===== src/rtl/npb_pkg.sv =====
// Shared types and constants for the nearest-point path blend block.
`timescale 1ns / 1ps
`default_nettype none
package npb_pkg;

	localparam int COORD_W   = 32;
	localparam int WEIGHT_W  = 17;
	localparam int NEAREST_W = 10;
	localparam int DIST_W    = 66;
	localparam int FRAC_W    = 16;

	// Request command codes
	localparam logic [1:0] CMD_CLEAR  = 2'd0;
	localparam logic [1:0] CMD_APPEND = 2'd1;
	localparam logic [1:0] CMD_BLEND  = 2'd2;

	// Starting minimum: above any reachable squared distance (at most 2^65)
	localparam logic [DIST_W-1:0] DIST_START = {DIST_W{1'b1}};

	typedef struct packed {
		logic [1:0]                cmd;
		logic signed [COORD_W-1:0] point_x;
		logic signed [COORD_W-1:0] point_y;
		logic signed [COORD_W-1:0] point_speed;
	} req_t;

	typedef struct packed {
		logic signed [COORD_W-1:0] blend_x;
		logic signed [COORD_W-1:0] blend_y;
		logic signed [COORD_W-1:0] max_speed;
		logic [NEAREST_W-1:0]      nearest_index;
		logic                      found;
	} res_t;

	// Distance unit status toward the sequencer
	typedef struct packed {
		logic              valid;
		logic              busy;
		logic [DIST_W-1:0] sq_dist;
	} dist_out_t;

	// Blend unit operand and result
	typedef struct packed {
		logic                      valid;
		logic                      axis_y;
		logic signed [COORD_W-1:0] q;
		logic signed [COORD_W-1:0] r;
	} blend_in_t;

	typedef struct packed {
		logic                      valid;
		logic                      axis_y;
		logic signed [COORD_W-1:0] value;
	} blend_out_t;

	typedef enum logic [2:0] {
		ST_IDLE,
		ST_SCAN,
		ST_DRAIN,
		ST_FETCH,
		ST_MUL_X,
		ST_MUL_Y,
		ST_BWAIT,
		ST_OUT
	} state_t;

endpackage
`default_nettype wire


===== src/rtl/npb_dist.sv =====
// Pipelined squared-distance unit shared by every point of a scan.
`timescale 1ns / 1ps
`default_nettype none
module npb_dist #(
	parameter int IW = 10
) (
	input  wire logic                              clk,
	input  wire logic                              arst_n,
	input  wire logic                              in_valid,
	input  wire logic [IW-1:0]                     in_idx,
	input  wire logic signed [npb_pkg::COORD_W-1:0] ref_x,
	input  wire logic signed [npb_pkg::COORD_W-1:0] ref_y,
	input  wire logic signed [npb_pkg::COORD_W-1:0] qry_x,
	input  wire logic signed [npb_pkg::COORD_W-1:0] qry_y,
	output npb_pkg::dist_out_t                     out,
	output logic [IW-1:0]                          out_idx
);
	import npb_pkg::*;

	localparam int SQ_W = 2 * COORD_W;

	logic                  v_s2, v_s3, v_s4;
	logic [IW-1:0]         idx_s2, idx_s3, idx_s4;
	logic [COORD_W:0]      ax_s2, ay_s2;
	logic [2*COORD_W:0]    sx_s3, sy_s3;
	logic [DIST_W-1:0]     sum_s4;
	logic signed [COORD_W:0] dx, dy;

	// Exact 33-bit differences
	assign dx = {qry_x[COORD_W-1], qry_x} - {ref_x[COORD_W-1], ref_x};
	assign dy = {qry_y[COORD_W-1], qry_y} - {ref_y[COORD_W-1], ref_y};

	// Advance valid bits
	always_ff @(posedge clk or negedge arst_n) begin
		if (!arst_n) begin
			v_s2 <= 1'b0;
			v_s3 <= 1'b0;
			v_s4 <= 1'b0;
		end else begin
			v_s2 <= in_valid;
			v_s3 <= v_s2;
			v_s4 <= v_s3;
		end
	end

	// Magnitudes, squares, then sum
	always_ff @(posedge clk) begin
		idx_s2 <= in_idx;
		ax_s2  <= dx[COORD_W] ? -dx : dx;
		ay_s2  <= dy[COORD_W] ? -dy : dy;

		idx_s3 <= idx_s2;
		// magnitude 2^32 squares to exactly 2^64
		sx_s3 <= ax_s2[COORD_W] ? {1'b1, {(2*COORD_W){1'b0}}}
		                        : {1'b0, SQ_W'(ax_s2[COORD_W-1:0]) * SQ_W'(ax_s2[COORD_W-1:0])};
		sy_s3 <= ay_s2[COORD_W] ? {1'b1, {(2*COORD_W){1'b0}}}
		                        : {1'b0, SQ_W'(ay_s2[COORD_W-1:0]) * SQ_W'(ay_s2[COORD_W-1:0])};

		idx_s4 <= idx_s3;
		sum_s4 <= {1'b0, sx_s3} + {1'b0, sy_s3};
	end

	assign out.valid   = v_s4;
	assign out.busy    = v_s2 | v_s3 | v_s4;
	assign out.sq_dist = sum_s4;
	assign out_idx     = idx_s4;

endmodule
`default_nettype wire


===== config.mk =====
export PLATFORM = sky130hd
export DESIGN_NAME = npb_dist
export DESIGN_NICKNAME = d
export VERILOG_FILES = /design/src/rtl/npb_pkg.sv /design/src/rtl/npb_dist.sv
export SDC_FILE = /design/constraint.sdc
export NUM_CORES = 2
export LEC_CHECK = 0
export BUFFER_PORTS_ARGS = -buffer_cell sky130_fd_sc_hd__buf_4
export CORE_MARGIN = 4
export CORE_UTILIZATION = 43
export CTS_BUF_LIST = sky130_fd_sc_hd__clkbuf_4
export DETAILED_ROUTE_END_ITERATION = 10
export PLACE_DENSITY = 0.68
export REMOVE_ABC_BUFFERS = 1
export SLEW_MARGIN = 15
export SYNTH_ARGS = -nofsm -noshare
export SYNTH_HDL_FRONTEND = slang
export SYNTH_SLANG_ARGS = --single-unit
export TNS_END_PERCENT = 30

===== constraint.sdc =====
create_clock -name clk -period 13.65 [get_ports clk]
set_input_delay 2.0475 -clock clk [delete_from_list [all_inputs] [get_ports clk]]
set_output_delay 2.0475 -clock clk [all_outputs]
set_load 0.05 [all_outputs]

# Word-level counts from Yosys, hierarchy flattened
# Cells that the tools add are included.
op_classes:
  bitwise_logic: 2
  add_sub_neg: 5
  n_mux: 4
  mul: 2
op_table:
  columns: ["cell", "count"]
  rows:
  - ["65-bit two-way mux", 2]
  - ["32-bit by 32-bit multiplier with 64-bit output", 2]
  - ["65-bit by 65-bit adder with 66-bit output", 1]
  - ["33-bit negation", 2]
  - ["32-bit by 32-bit subtractor with 33-bit output", 2]
  - ["32-bit two-way mux", 2]
  - ["1-bit OR", 2]
totals:
  wordCells: 28
  input_bits: 141
  output_inout_bits: 78
  regBits: 295

# Logic depth before layout (Yosys ltp)
logic_depth:
  ltp_word: 3
  depth_mapped: 32
  mapped_depth_nobuf: 29

# Worst setup path after synthesis
# No wires, ideal clock.
synth_timing:
  path_type: "flip-flop to flip-flop"
  startpoint: "register ax_s2[3]"
  endpoint: "register sx_s3[56]"
  path_buffers: 3
  t_arrival_ps: 7927
  period_less_slack_ps: 8047
  path_slack_ps: 5603
  setup_ps: 121
  t_required_ps: 13529
  stages_incl_launch_ff: 29
  path_cell_list: "dfxtp_1 clkbuf_1 clkbuf_1 nand2_1 fa_1 inv_1 fa_1 inv_1 fa_1 fa_1 inv_1 fa_1 inv_1 fa_1 inv_1 fa_1 fa_1 ha_1 clkbuf_1 nand4_1 or3_1 a2111oi_0 o311ai_0 and3_1 a2111oi_0 nand3b_1 nand2_1 o21ai_0 mux2_2"
synth_via:
  elab_chain_len: 1
synth_lines:
  columns: ["element", "line_no", "text"]
  rows:
  - ["start, declared", "npb_dist.sv:24", "logic [COORD_W:0] ax_s2, ay_s2;"]
  - ["start signal, assigned", "npb_dist.sv:49", "ax_s2 <= dx[COORD_W] ? -dx : dx;"]
  - ["32-bit by 32-bit multiplier with 64-bit output", "npb_dist.sv:55", ": {1'b0, SQ_W'(ax_s2[COORD_W-1:0]) * SQ_W'(ax_s2[COORD_W-1:0])};"]
  - ["end signal, assigned", "npb_dist.sv:54", "sx_s3 <= ax_s2[COORD_W] ? {1'b1, {(2*COORD_W){1'b0}}}"]
  - ["end, declared", "npb_dist.sv:25", "logic [2*COORD_W:0] sx_s3, sy_s3;"]
# No other way between the ends.
# A chain may end at the register's enable or synchronous reset.

# Final worst setup path
layout_timing:
  startpoint: "register ax_s2[7]"
  endpoint: "register sx_s3[56]"
# Same word-level chain as after synthesis.

==> results_dict.tcl <==
set metrics [dict create \
    status "finished, final reports clean" \
    num_rows 151 \
    min_to "idx_s3[7]" \
    regArea_um2 5903 \
    grt_pass1_wl_mm 313.7 \
    syn_area_per_cell_um2 9.179 \
    die_area_um2 178600 \
    rsz0062_at_grt "no" \
    final.setup.tns_ps 0 \
    period_minus_slack_ps 9338 \
    antenna_left 0 \
    synth_xor_area_share_pct 3.970 \
    initial_utilization_pct 43.47 \
    worst_pin_slew_ps 1087 \
    area_growth_pct 6.472 \
    reg2reg_slack_ps 4310 \
    max_freq_ghz 0.1071 \
    ys_seq_area_share_pct 7.957 \
    maxCapViolCount 0 \
    hold_depth 0 \
    cts_repair_resize_count 0 \
    clockBufferDepth 3 \
    synthSimpleGateAreaFrac_pct 12.28 \
    path_clk_slew_ps 70 \
    r2r_end "sx_s3[56]" \
    grt_pass1_vias 59190 \
    r2r_cells 26 \
    fin_nets 10560 \
    synth_compound_area_share_pct 8.358 \
    hpwl_mm 155.2 \
    synth_top_family_by_area "adder cells" \
    num_vias 54140 \
    synth.distinct_cells 89 \
    clock_sinks 293 \
    cp.arrival_ps 10150 \
    drv_slew 0 \
    drt_first_pass_iters 6 \
    muxShareOfSynthArea_pct 0.3149 \
    setup_viol 0 \
    hold_viol 0 \
    multiInputGateArea_um2 59230 \
    gp_congestion 0.9225 \
    via_per_inst 5.208 \
    fp.dieH_um 422.6 \
    clk-insertion-delay-late_ps 980 \
    synthAdderAreaFrac_pct 55.20 \
    wire_per_inst_um 18.44 \
    cts-root-buf "clkbuf_4" \
    coreArea_um2 170000 \
    drtIter0Drc 3166 \
    cp-start-kind "flop" \
    hold_buffers 0 \
    drc_errors 0 \
    ys_async_sr_fraction_pct 1.024 \
    drive_above_1_share_pct 6.208 \
    numCtsBuffers 83 \
    post_cts_buffers 0 \
    grt_util_all_layers_pct 21.99 \
    drt-total-wl_mm 191.6 \
    relSlewSlack_pct 27.08 \
    synth-edff-count 0 \
    path_class "flop to flop" \
    min_period_over_period_pct 68.41 \
    overflow 0 \
    io_buffers 218 \
    fin_skew_ps 102.2 \
    io_pins 219 \
    cp.required_ps 14460 \
    ys_seq_elements 293 \
    crit_fanout 28 \
    grt_max_degree 73 \
    min-delay-path-class "flop to flop" \
    die_w_um 422.6 \
    tritoncts "built" \
    ys_warn_count 0 \
    cts_max_level 3 \
    fill_cells 16130 \
    synthesis.area_um2 73910 \
    antenna_found_initial 6 \
    synth_flop_cell "dfxtp_1" \
    min-delay-start "idx_s2[7]" \
    r2r_start "ax_s2[7]" \
    crit_path_end_kind "flop" \
    netlist_instances 8052 \
]
cell usage in the layout, fill, tap and decap left out, types with 23 or more instances in the layout:
| cell type | n |
|---|---|
| nor2_1 | 309 |
| o21a_1 | 43 |
| and3_1 | 33 |
| dfxtp_1 | 272 |
| a21oi_1 | 240 |
| o21bai_1 | 31 |
| xnor2_1 | 182 |
| nand4_1 | 48 |
| o211ai_1 | 23 |
| nand2_1 | 639 |
| nor2b_1 | 66 |
| fa_1 | 1586 |
| nand3_1 | 53 |
| a211oi_1 | 37 |
| ha_1 | 723 |
| buf_4 | 278 |
| o21ai_0 | 143 |
| nand2b_1 | 30 |
| a31o_2 | 33 |
| inv_1 | 2037 |
| a31oi_1 | 54 |
| a21o_1 | 147 |
| and2_1 | 500 |
| clkbuf_4 | 116 |
| xor2_1 | 153 |
| nor3_1 | 53 |
worst max path at each step:
stage	start	endpoint	slack, ps	cells after the start
detailed placement	ax_s2[7]	sx_s3[56]	4490	26
finish	ax_s2[7]	sx_s3[56]	4310	26
floorplan	ax_s2[2]	sx_s3[56]	5710	25
global route	ax_s2[3]	sx_s3[62]	3900	27
global placement	ax_s2[4]	sx_s3[56]	4610	26
CTS	ax_s2[3]	sx_s3[62]	4470	27
per-layer routing:
| metal | up-vias | GRT usage, % | part of all wire, % |
|---|---|---|---|
| met5 | - | 0 | 0.015 |
| met4 | 4 | 9.616 | 4.8 |
| met3 | 389 | 3.495 | 6.6 |
| met2 | 1758 | 36.51 | 47 |
| met1 | 27400 | 28.47 | 41 |
| li1 | 24590 | - | - |
synthesized netlist by cell type, drive strengths merged, types with 33 or more instances:
cell type     n  area [um2]
nand2       639        2399
inv        2037        7646
o21a         43       322.8
xnor2       182        1594
a21o        147        1104
a31o         33       289.0
clkbuf      294        1104
and3         33       206.5
nand4        48       300.3
ha          723        9046
a211oi       38       290.3
dfxtp       290        5806
nor2b        66       412.9
nor2        311        1172
and2        500        3128
a31oi        56       350.3
o21ai       147       735.7
xor2        153        1340
a21oi       240        1201
fa         1586       31750
nand3        53       265.3
nor3         53       265.3
sequential cells by signal, indices dropped and copies added, names as in the netlist:
name / flops
v_s2: 1
idx_s3: 10
sx_s3: 64
v_s4: 1
out_idx: 10
sy_s3: 64
ay_s2: 33
sum_s4: 66
idx_s2: 10
v_s3: 1
ax_s2: 33
final cells by class:
cell class | count | area share (%)
tap | 2218 | 3.527
sequential | 293 | 7.502
antenna | 9 | 0.02862
multi-input combinational | 5417 | 75.27
inverter | 2037 | 9.717
clock buffer | 116 | 1.107
timing repair buffer | 278 | 2.652
clock inverter | 26 | 0.1972
critical path: stages, from the launching register on:
cell and delay [ps]:
dfxtp_1 300, buf_4 400, inv_1 330, nor2_1 390, fa_1 540, fa_1 450
fa_1 430, inv_1 110, fa_1 170, inv_1 50, fa_1 530, inv_1 50
fa_1 570, inv_1 60, fa_1 490, fa_1 430, ha_1 420, nand4_1 140
or3_1 370, a2111oi_0 760, o311ai_0 340, and3_1 380, a2111oi_0 560, nand3b_1 240
nand2_1 120, o21ai_0 200, mux2_2 370
logic make-up after synthesis:
kind of cell    Yosys count
buf+inv                2342
fa+ha+maj              2309
simple gates           1827
compound gates          924
xor+xnor                335
flops                   293
mux                      22
through the flow:
step / setup WS [ps] / utilization [%] / hold WS, ps / cell area (um2) / instances
6_report: 4312 / 46.28 / 319.4 / 78690 / 10390
4_1_cts: 4466 / 46.26 / 284.6 / 78660 / 10390
3_3_place_gp: 4612 / 45.66 / 309.8 / 77640 / 10240
2_1_floorplan: 5706 / - / 309.6 / 72740 / 7747
3_5_place_dp: 4491 / 45.66 / 312.1 / 77640 / 10240
5_1_grt: 3902 / 46.27 / 302.1 / 78680 / 10390
Power is left out: the tool's default activity adds up to more than one toggle a clock period on the data nets, which glitch-free logic cannot reach.
