$ cat src/rtl/npb_pkg.sv
// Shared types and constants for the nearest-point path blend block.
`timescale 1ns / 1ps
`default_nettype none
package npb_pkg;

	localparam int COORD_W   = 32;
	localparam int WEIGHT_W  = 17;
	localparam int NEAREST_W = 10;
	localparam int DIST_W    = 66;
	localparam int FRAC_W    = 16;

	// Request command codes
	localparam logic [1:0] CMD_CLEAR  = 2'd0;
	localparam logic [1:0] CMD_APPEND = 2'd1;
	localparam logic [1:0] CMD_BLEND  = 2'd2;

	// Starting minimum: above any reachable squared distance (at most 2^65)
	localparam logic [DIST_W-1:0] DIST_START = {DIST_W{1'b1}};

	typedef struct packed {
		logic [1:0]                cmd;
		logic signed [COORD_W-1:0] point_x;
		logic signed [COORD_W-1:0] point_y;
		logic signed [COORD_W-1:0] point_speed;
	} req_t;

	typedef struct packed {
		logic signed [COORD_W-1:0] blend_x;
		logic signed [COORD_W-1:0] blend_y;
		logic signed [COORD_W-1:0] max_speed;
		logic [NEAREST_W-1:0]      nearest_index;
		logic                      found;
	} res_t;

	// Distance unit status toward the sequencer
	typedef struct packed {
		logic              valid;
		logic              busy;
		logic [DIST_W-1:0] sq_dist;
	} dist_out_t;

	// Blend unit operand and result
	typedef struct packed {
		logic                      valid;
		logic                      axis_y;
		logic signed [COORD_W-1:0] q;
		logic signed [COORD_W-1:0] r;
	} blend_in_t;

	typedef struct packed {
		logic                      valid;
		logic                      axis_y;
		logic signed [COORD_W-1:0] value;
	} blend_out_t;

	typedef enum logic [2:0] {
		ST_IDLE,
		ST_SCAN,
		ST_DRAIN,
		ST_FETCH,
		ST_MUL_X,
		ST_MUL_Y,
		ST_BWAIT,
		ST_OUT
	} state_t;

endpackage
`default_nettype wire

$ cat src/rtl/npb_blend.sv
// Two-stage blend unit: offset times weight, then floor shift, add and saturate.
`timescale 1ns / 1ps
`default_nettype none
module npb_blend (
	input  wire logic                         clk,
	input  wire logic                         arst_n,
	input  wire npb_pkg::blend_in_t           in,
	input  wire logic [npb_pkg::WEIGHT_W-1:0] weight,
	output npb_pkg::blend_out_t               out
);
	import npb_pkg::*;

	localparam int PROD_W = COORD_W + 1 + WEIGHT_W + 1;
	localparam int SH_W   = PROD_W - FRAC_W;

	logic signed [COORD_W:0]   diff;
	logic signed [PROD_W-1:0]  prod;
	logic                      v_s1, axis_s1, v_s2, axis_s2;
	logic signed [PROD_W-1:0]  prod_s1;
	logic signed [COORD_W-1:0] q_s1, value_s2;
	logic signed [SH_W-1:0]    shifted, sum;
	logic signed [COORD_W-1:0] sat;

	assign diff = {in.r[COORD_W-1], in.r} - {in.q[COORD_W-1], in.q};
	assign prod = PROD_W'(diff) * PROD_W'($signed({1'b0, weight}));

	// Arithmetic shift floors the offset
	assign shifted = prod_s1[PROD_W-1:FRAC_W];
	assign sum     = {{(SH_W-COORD_W){q_s1[COORD_W-1]}}, q_s1} + shifted;

	// Clamp to the signed 32-bit range
	always_comb begin
		if (sum[SH_W-1:COORD_W-1] == '0 || sum[SH_W-1:COORD_W-1] == '1) begin
			sat = sum[COORD_W-1:0];
		end else if (sum[SH_W-1]) begin
			sat = {1'b1, {(COORD_W-1){1'b0}}};
		end else begin
			sat = {1'b0, {(COORD_W-1){1'b1}}};
		end
	end

	// Advance valid bits
	always_ff @(posedge clk or negedge arst_n) begin
		if (!arst_n) begin
			v_s1 <= 1'b0;
			v_s2 <= 1'b0;
		end else begin
			v_s1 <= in.valid;
			v_s2 <= v_s1;
		end
	end

	// Hold operands per stage
	always_ff @(posedge clk) begin
		prod_s1  <= prod;
		q_s1     <= in.q;
		axis_s1  <= in.axis_y;
		value_s2 <= sat;
		axis_s2  <= axis_s1;
	end

	assign out.valid  = v_s2;
	assign out.axis_y = axis_s2;
	assign out.value  = value_s2;

endmodule
`default_nettype wire

$ cat config.mk
export PLATFORM = sky130hd
export DESIGN_NAME = npb_blend
export DESIGN_NICKNAME = d
export VERILOG_FILES = /design/src/rtl/npb_pkg.sv /design/src/rtl/npb_blend.sv
export SDC_FILE = /design/constraint.sdc
export NUM_CORES = 2
export LEC_CHECK = 0
export BUFFER_PORTS_ARGS = -buffer_cell sky130_fd_sc_hd__buf_2
export CAP_MARGIN = 20
export CORE_UTILIZATION = 48
export DETAILED_ROUTE_END_ITERATION = 10
export PLACE_DENSITY_LB_ADDON = 0.3
export SYNTH_ARGS = -nofsm -noshare
export SYNTH_HDL_FRONTEND = slang
export SYNTH_SLANG_ARGS = --single-unit
$ cat constraint.sdc
create_clock -name clk -period 8 [get_ports clk]
set_input_delay 0.8 -clock clk [delete_from_list [all_inputs] [get_ports clk]]
set_output_delay 0.8 -clock clk [all_outputs]
set_load 0.01 [all_outputs]
* Word-level counts from Yosys, hierarchy flattened
Cells that the tools add are included.
** Operators by class
- Muxes and demuxes :: 2
- Equal/unequal tests :: 1
- Multipliers :: 1
- $add $sub $neg :: 2
- Reduce and logical (&&, ||, !) cells :: 2
** Operators with widths (number)
- $mux 32 :: 2
- $mul 33x18->51 :: 1
- $add 35x35->35 :: 1
- $sub 32x32->33 :: 1
- $eq 4x4->1 const B :: 1
- $logic_not 4->1 :: 1
- $logic_or 1x1->1 :: 1
** Storage, ports and cells
- Register bits :: 119
- Input port bits :: 85
- Output and inout port bits :: 34
- Logic and storage cells :: 15

* Depth between registers and ports, before layout
- Depth in word-level cells :: 4
- Gate-level depth with buffers :: 35
- Depth with buffers taken out :: 34

* Least setup slack after synthesis
No wires, ideal clock.
- Kind :: in2reg
- Start :: input in[0] (netlist bit)
- End :: register prod_s1[50]
- Library setup time :: 0.072 ns
- Path buffers :: 1
- Stages :: 32
- Required time :: 7.928 ns
- Path slack :: -0.425 ns
- Arrival time :: 8.353 ns
- Cell sequence :: inv_1 > ha_1 > inv_1 > fa_1 > a21oi_1 > o22ai_1 > o221a_2 > o21ai_1 > o21bai_1 > a21oi_1 > xnor2_1 > clkbuf_1 > nand2_1 > fa_1 > fa_1 > fa_1 > inv_1 > fa_1 > fa_1 > inv_1 > fa_1 > inv_1 > ha_1 > and2_1 > and3_1 > a22oi_2 > o311ai_2 > a32o_2 > a31o_2 > a22o_1 > o41ai_2 > xnor2_1
** On the way
- Word-level cells in the longest chain between the ends :: 2
** Ends and longest elaborated chain
- start, declared :: RTL line npb_blend.sv:7 : input wire npb_pkg::blend_in_t in,
- $sub 32x32->33 :: RTL line npb_blend.sv:24 : assign diff = {in.r[COORD_W-1], in.r} - {in.q[COORD_W-1], in.q};
- $mul 33x18->51 :: RTL line npb_blend.sv:25 : assign prod = PROD_W'(diff) * PROD_W'($signed({1'b0, weight}));
- via prod[50] :: RTL line npb_blend.sv:17 : logic signed [PROD_W-1:0] prod;
- end signal, assigned :: RTL line npb_blend.sv:55 : prod_s1 <= prod;
- end, declared :: RTL line npb_blend.sv:19 : logic signed [PROD_W-1:0] prod_s1;
The timed path passes the listed nets, and every way through them passes these cells.

* Final worst setup path
- Start :: input in[0] (netlist bit)
- End :: register prod_s1[49]
The elaborated chain is that of the path after synthesis.

==> flow_summary.toml <==
[worst_setup_path]
timing.setup.critical_path_class = "primary input to register"
crit-reg2reg-launch = "q_s1[0]"
crit_path_end_kind = "register"
cp_data_required_time_ns = 8.28
cp_top_family = "adder cells"
worst_r2r_path_depth = 12
start_kind = "primary input"
r2r-end = "value_s2[20]"
critical_path.max_stage_delay_ns = 0.57
slowest_stage = "sky130_fd_sc_hd__fa_2"
worstPathArrival_ns = 8.49
worstPathMaxFanout = 5
critical_path.n_buffers_inverters = 12
rrSetupSlack_ns = 4.26

[synthesis]
synth_area_sq_um = 25100
synth.net_count = 3613
synth_compound_gate_area_share_pct = 9.51
synthDominantCellAreaShare_pct = 42.8
synth.top_cells.by_area = "sky130_fd_sc_hd__fa_1 (43%), sky130_fd_sc_hd__inv_1 (9.9%), sky130_fd_sc_hd__ha_1 (9.1%)"
dominant_combinational_cell_family_by_area_after_synthesis = "adder cells"
post_synth_inst_count = 2809
synthesis.area_per_instance_sq_um = 8.92
synthDominantAreaCellType = "sky130_fd_sc_hd__fa_1"
synth.yosys.seq_area_share_pct = 8.27
mux_cell_area_share_after_synthesis_pct = 0.0799
synthAdderAreaFrac_pct = 51.9
synth_simple_gate_area_share_pct = 15.2
synth.distinct_cells = 79
synth_edf_count = 0
synth-warning-count = 0
post_synth_xor_area_fraction_pct = 3.25
asyncSetResetFlopFracSynth_pct = 1.94
ys.flop_type = "sky130_fd_sc_hd__dfxtp_1"
ys_seq_elements = 103

[cts]
holdBufCountCts = 0
cts_tree = "built"
level_count_of_the_clock_h_tree = 3
tritoncts.num_buffers = 9
clk_latency_ns = 0.36
clkTransAtPathRegs_ns = 0.07
clock_path_buffers = 2
cts_sinks = 103
ctsRootBufferMaster = "sky130_fd_sc_hd__clkbuf_16"

[grt]
antenna_found_initial = 0
grt_remaining_overflow = 0
pin_count_of_the_biggest_net_entering_global_routing = 35
gr-usage-all-layers_pct = 27.2
number_of_global_route_vias_before_repair = 22100
wire_length_of_the_first_global_routing_pass_mm = 113

[cells_and_area]
final_layout_size_suffix_gt1_share_pct = 21.4
final_cells = 3865
antenna_cells = 0
layout.nets = 3984
area.growth.synth_to_final_pct = 21.3
utilization_pct = 59.2

[place]
pre_cts_slack_ns = -0.865
globalplace.congestion = 0.910
placed_cells = 3805
detailed_place_hpwl_mm = 56.4
io_buffers = 118

[timing]
max_slew_margin_pct = 31.6
finalSetupViolCount = 14
worst_clock_skew_ns = 0.00972
min_period_over_period_pct = 103
setup_ws_ns = -0.217
worstMarginPinSlew_ns = 1.01
timing.final.hold_violations = 0
rsz0062_at_grt = "yes"
layout_min_cycle_time_ns = 8.22
final.setup.tns_ns = -1.44
timing.fmax_mhz = 122
timing_max_transition_violations_final = 0

[drt]
finalWirelength_mm = 70.0
dr.pass1.iters = 5
post-route-drc-count = 0
route.detailed.wl_per_inst_um = 18.1
drt-initial-drc-count = 1159
via_count = 20100
average_via_count_per_standard_cell = 5.21
route.antenna.remaining_nets = 0

[job]
drv_cap = 0

[die]
die_w_um = 231
die_height_um = 231
initial_core_util_pct = 48.8
floorplan.die_area_sq_um = 53100
floorplan.rows = 83
core_area_sq_um = 51400
floorplan.io_pins = 119

[status]
outcome = "complete, but fails checks"
violations = "setup timing"

[min_path]
timing.hold.worst.class = "primary input to async pin"
## sequential cells by signal, summed over array words and instances, names as in the netlist
register,count
axis_s1,1
axis_s2,1
prod_s1,35
q_s1,32
v_s1,1
v_s2,1
value_s2,32
## worst max-delay path by stage
| stage | slack, ns | depth (start not counted) | endpoint | startpoint |
|---|---|---|---|---|
| after floorplan | -0.03 | 32 | prod_s1[50] | in[0] |
| after global placement | -0.64 | 32 | prod_s1[37] | in[38] |
| after detailed placement | -0.86 | 35 | prod_s1[50] | in[0] |
| after CTS | -0.13 | 35 | prod_s1[50] | in[0] |
| after global routing | -0.41 | 35 | prod_s1[49] | in[0] |
| final | -0.22 | 36 | prod_s1[49] | in[0] |
## metrics by stage
step | area [sq um] | hold slack (ns)
floorplan | 25200 | 0.310
global placement | 28600 | 0.310
detailed placement | 28600 | 0.322
CTS | 29600 | 0.195
global route | 30400 | 0.196
finish | 30400 | 0.207
## timing repair
action / 4_1_cts / 5_1_grt
endpoints found under the setup margin: 20 / 24
pin swaps: 90 / 132
gates cloned: 1 / 2
resized for setup: 103 / 129
setup buffers: 17 / 29
hold endpoints to repair: 0 / 0
## cell usage in the layout (no fill, tap or decap), types with 25 or more instances in the layout
cell,Yosys,routed
sky130_fd_sc_hd__ha_1,183,156
sky130_fd_sc_hd__o21ai_0,41,31
sky130_fd_sc_hd__inv_1,661,649
sky130_fd_sc_hd__buf_4,6,314
sky130_fd_sc_hd__xor2_1,31,27
sky130_fd_sc_hd__buf_6,0,25
sky130_fd_sc_hd__nor2_1,51,46
sky130_fd_sc_hd__buf_2,14,117
sky130_fd_sc_hd__fa_2,0,31
sky130_fd_sc_hd__nand3_1,30,30
sky130_fd_sc_hd__dfxtp_1,101,101
sky130_fd_sc_hd__a21o_1,78,78
sky130_fd_sc_hd__a21oi_1,78,61
sky130_fd_sc_hd__fa_1,536,505
sky130_fd_sc_hd__and2_1,224,212
sky130_fd_sc_hd__nand2_1,362,353
sky130_fd_sc_hd__xnor2_1,62,54
## synthesized netlist by cell type, types with 5 or more instances
cell type and number:
sky130_fd_sc_hd__nand2b_1 12, sky130_fd_sc_hd__a21o_1 78, sky130_fd_sc_hd__nor3_1 14, sky130_fd_sc_hd__a31oi_1 12, sky130_fd_sc_hd__and2_1 224, sky130_fd_sc_hd__o21ai_0 41
sky130_fd_sc_hd__o211ai_1 9, sky130_fd_sc_hd__buf_4 6, sky130_fd_sc_hd__nand2_1 362, sky130_fd_sc_hd__clkbuf_1 89, sky130_fd_sc_hd__ha_1 183, sky130_fd_sc_hd__buf_2 14
sky130_fd_sc_hd__nor2b_1 23, sky130_fd_sc_hd__fa_1 536, sky130_fd_sc_hd__nand3_1 30, sky130_fd_sc_hd__o211a_1 6, sky130_fd_sc_hd__dfxtp_1 101, sky130_fd_sc_hd__and3_1 24
sky130_fd_sc_hd__nand4_1 13, sky130_fd_sc_hd__inv_1 661, sky130_fd_sc_hd__o21ai_1 14, sky130_fd_sc_hd__xor2_1 31, sky130_fd_sc_hd__a21oi_1 78, sky130_fd_sc_hd__a211oi_1 10
sky130_fd_sc_hd__nor2_1 51, sky130_fd_sc_hd__or2_2 5, sky130_fd_sc_hd__o22ai_1 5, sky130_fd_sc_hd__o21a_1 15, sky130_fd_sc_hd__o21bai_1 11, sky130_fd_sc_hd__xnor2_1 62
## logic make-up (layout without fill, tap and decap cells)
logic type	Yosys count	after routing
AND/OR/NAND/NOR	779	779
flip-flops	103	103
XOR/XNOR	93	94
buffers and inverters	773	1148
AO/OA/AOI/OAI	340	340
multiplexers	2	2
adder cells (fa/ha/maj)	719	719
## metal layers
layer,up-vias,share of wire (%),track usage (%)
met4,0,2.3,7.68
met5,-,0,0
met3,110,7.4,3.98
met1,10100,42,36.2
met2,690,48,46.1
li1,9225,-,-
## area by class of cell
class                      count  area, sq um
sequential                   103         2070
multi-input combinational   1934        21200
fill                        4381        21000
clock inverter                 7         73.8
inverter                     661         2480
timing repair buffer         471         3510
tap                          680          851
clock buffer                   9          225
Power is left out: the tool's default activity adds up to more than one toggle a clock period on the data nets, which glitch-free logic cannot reach.
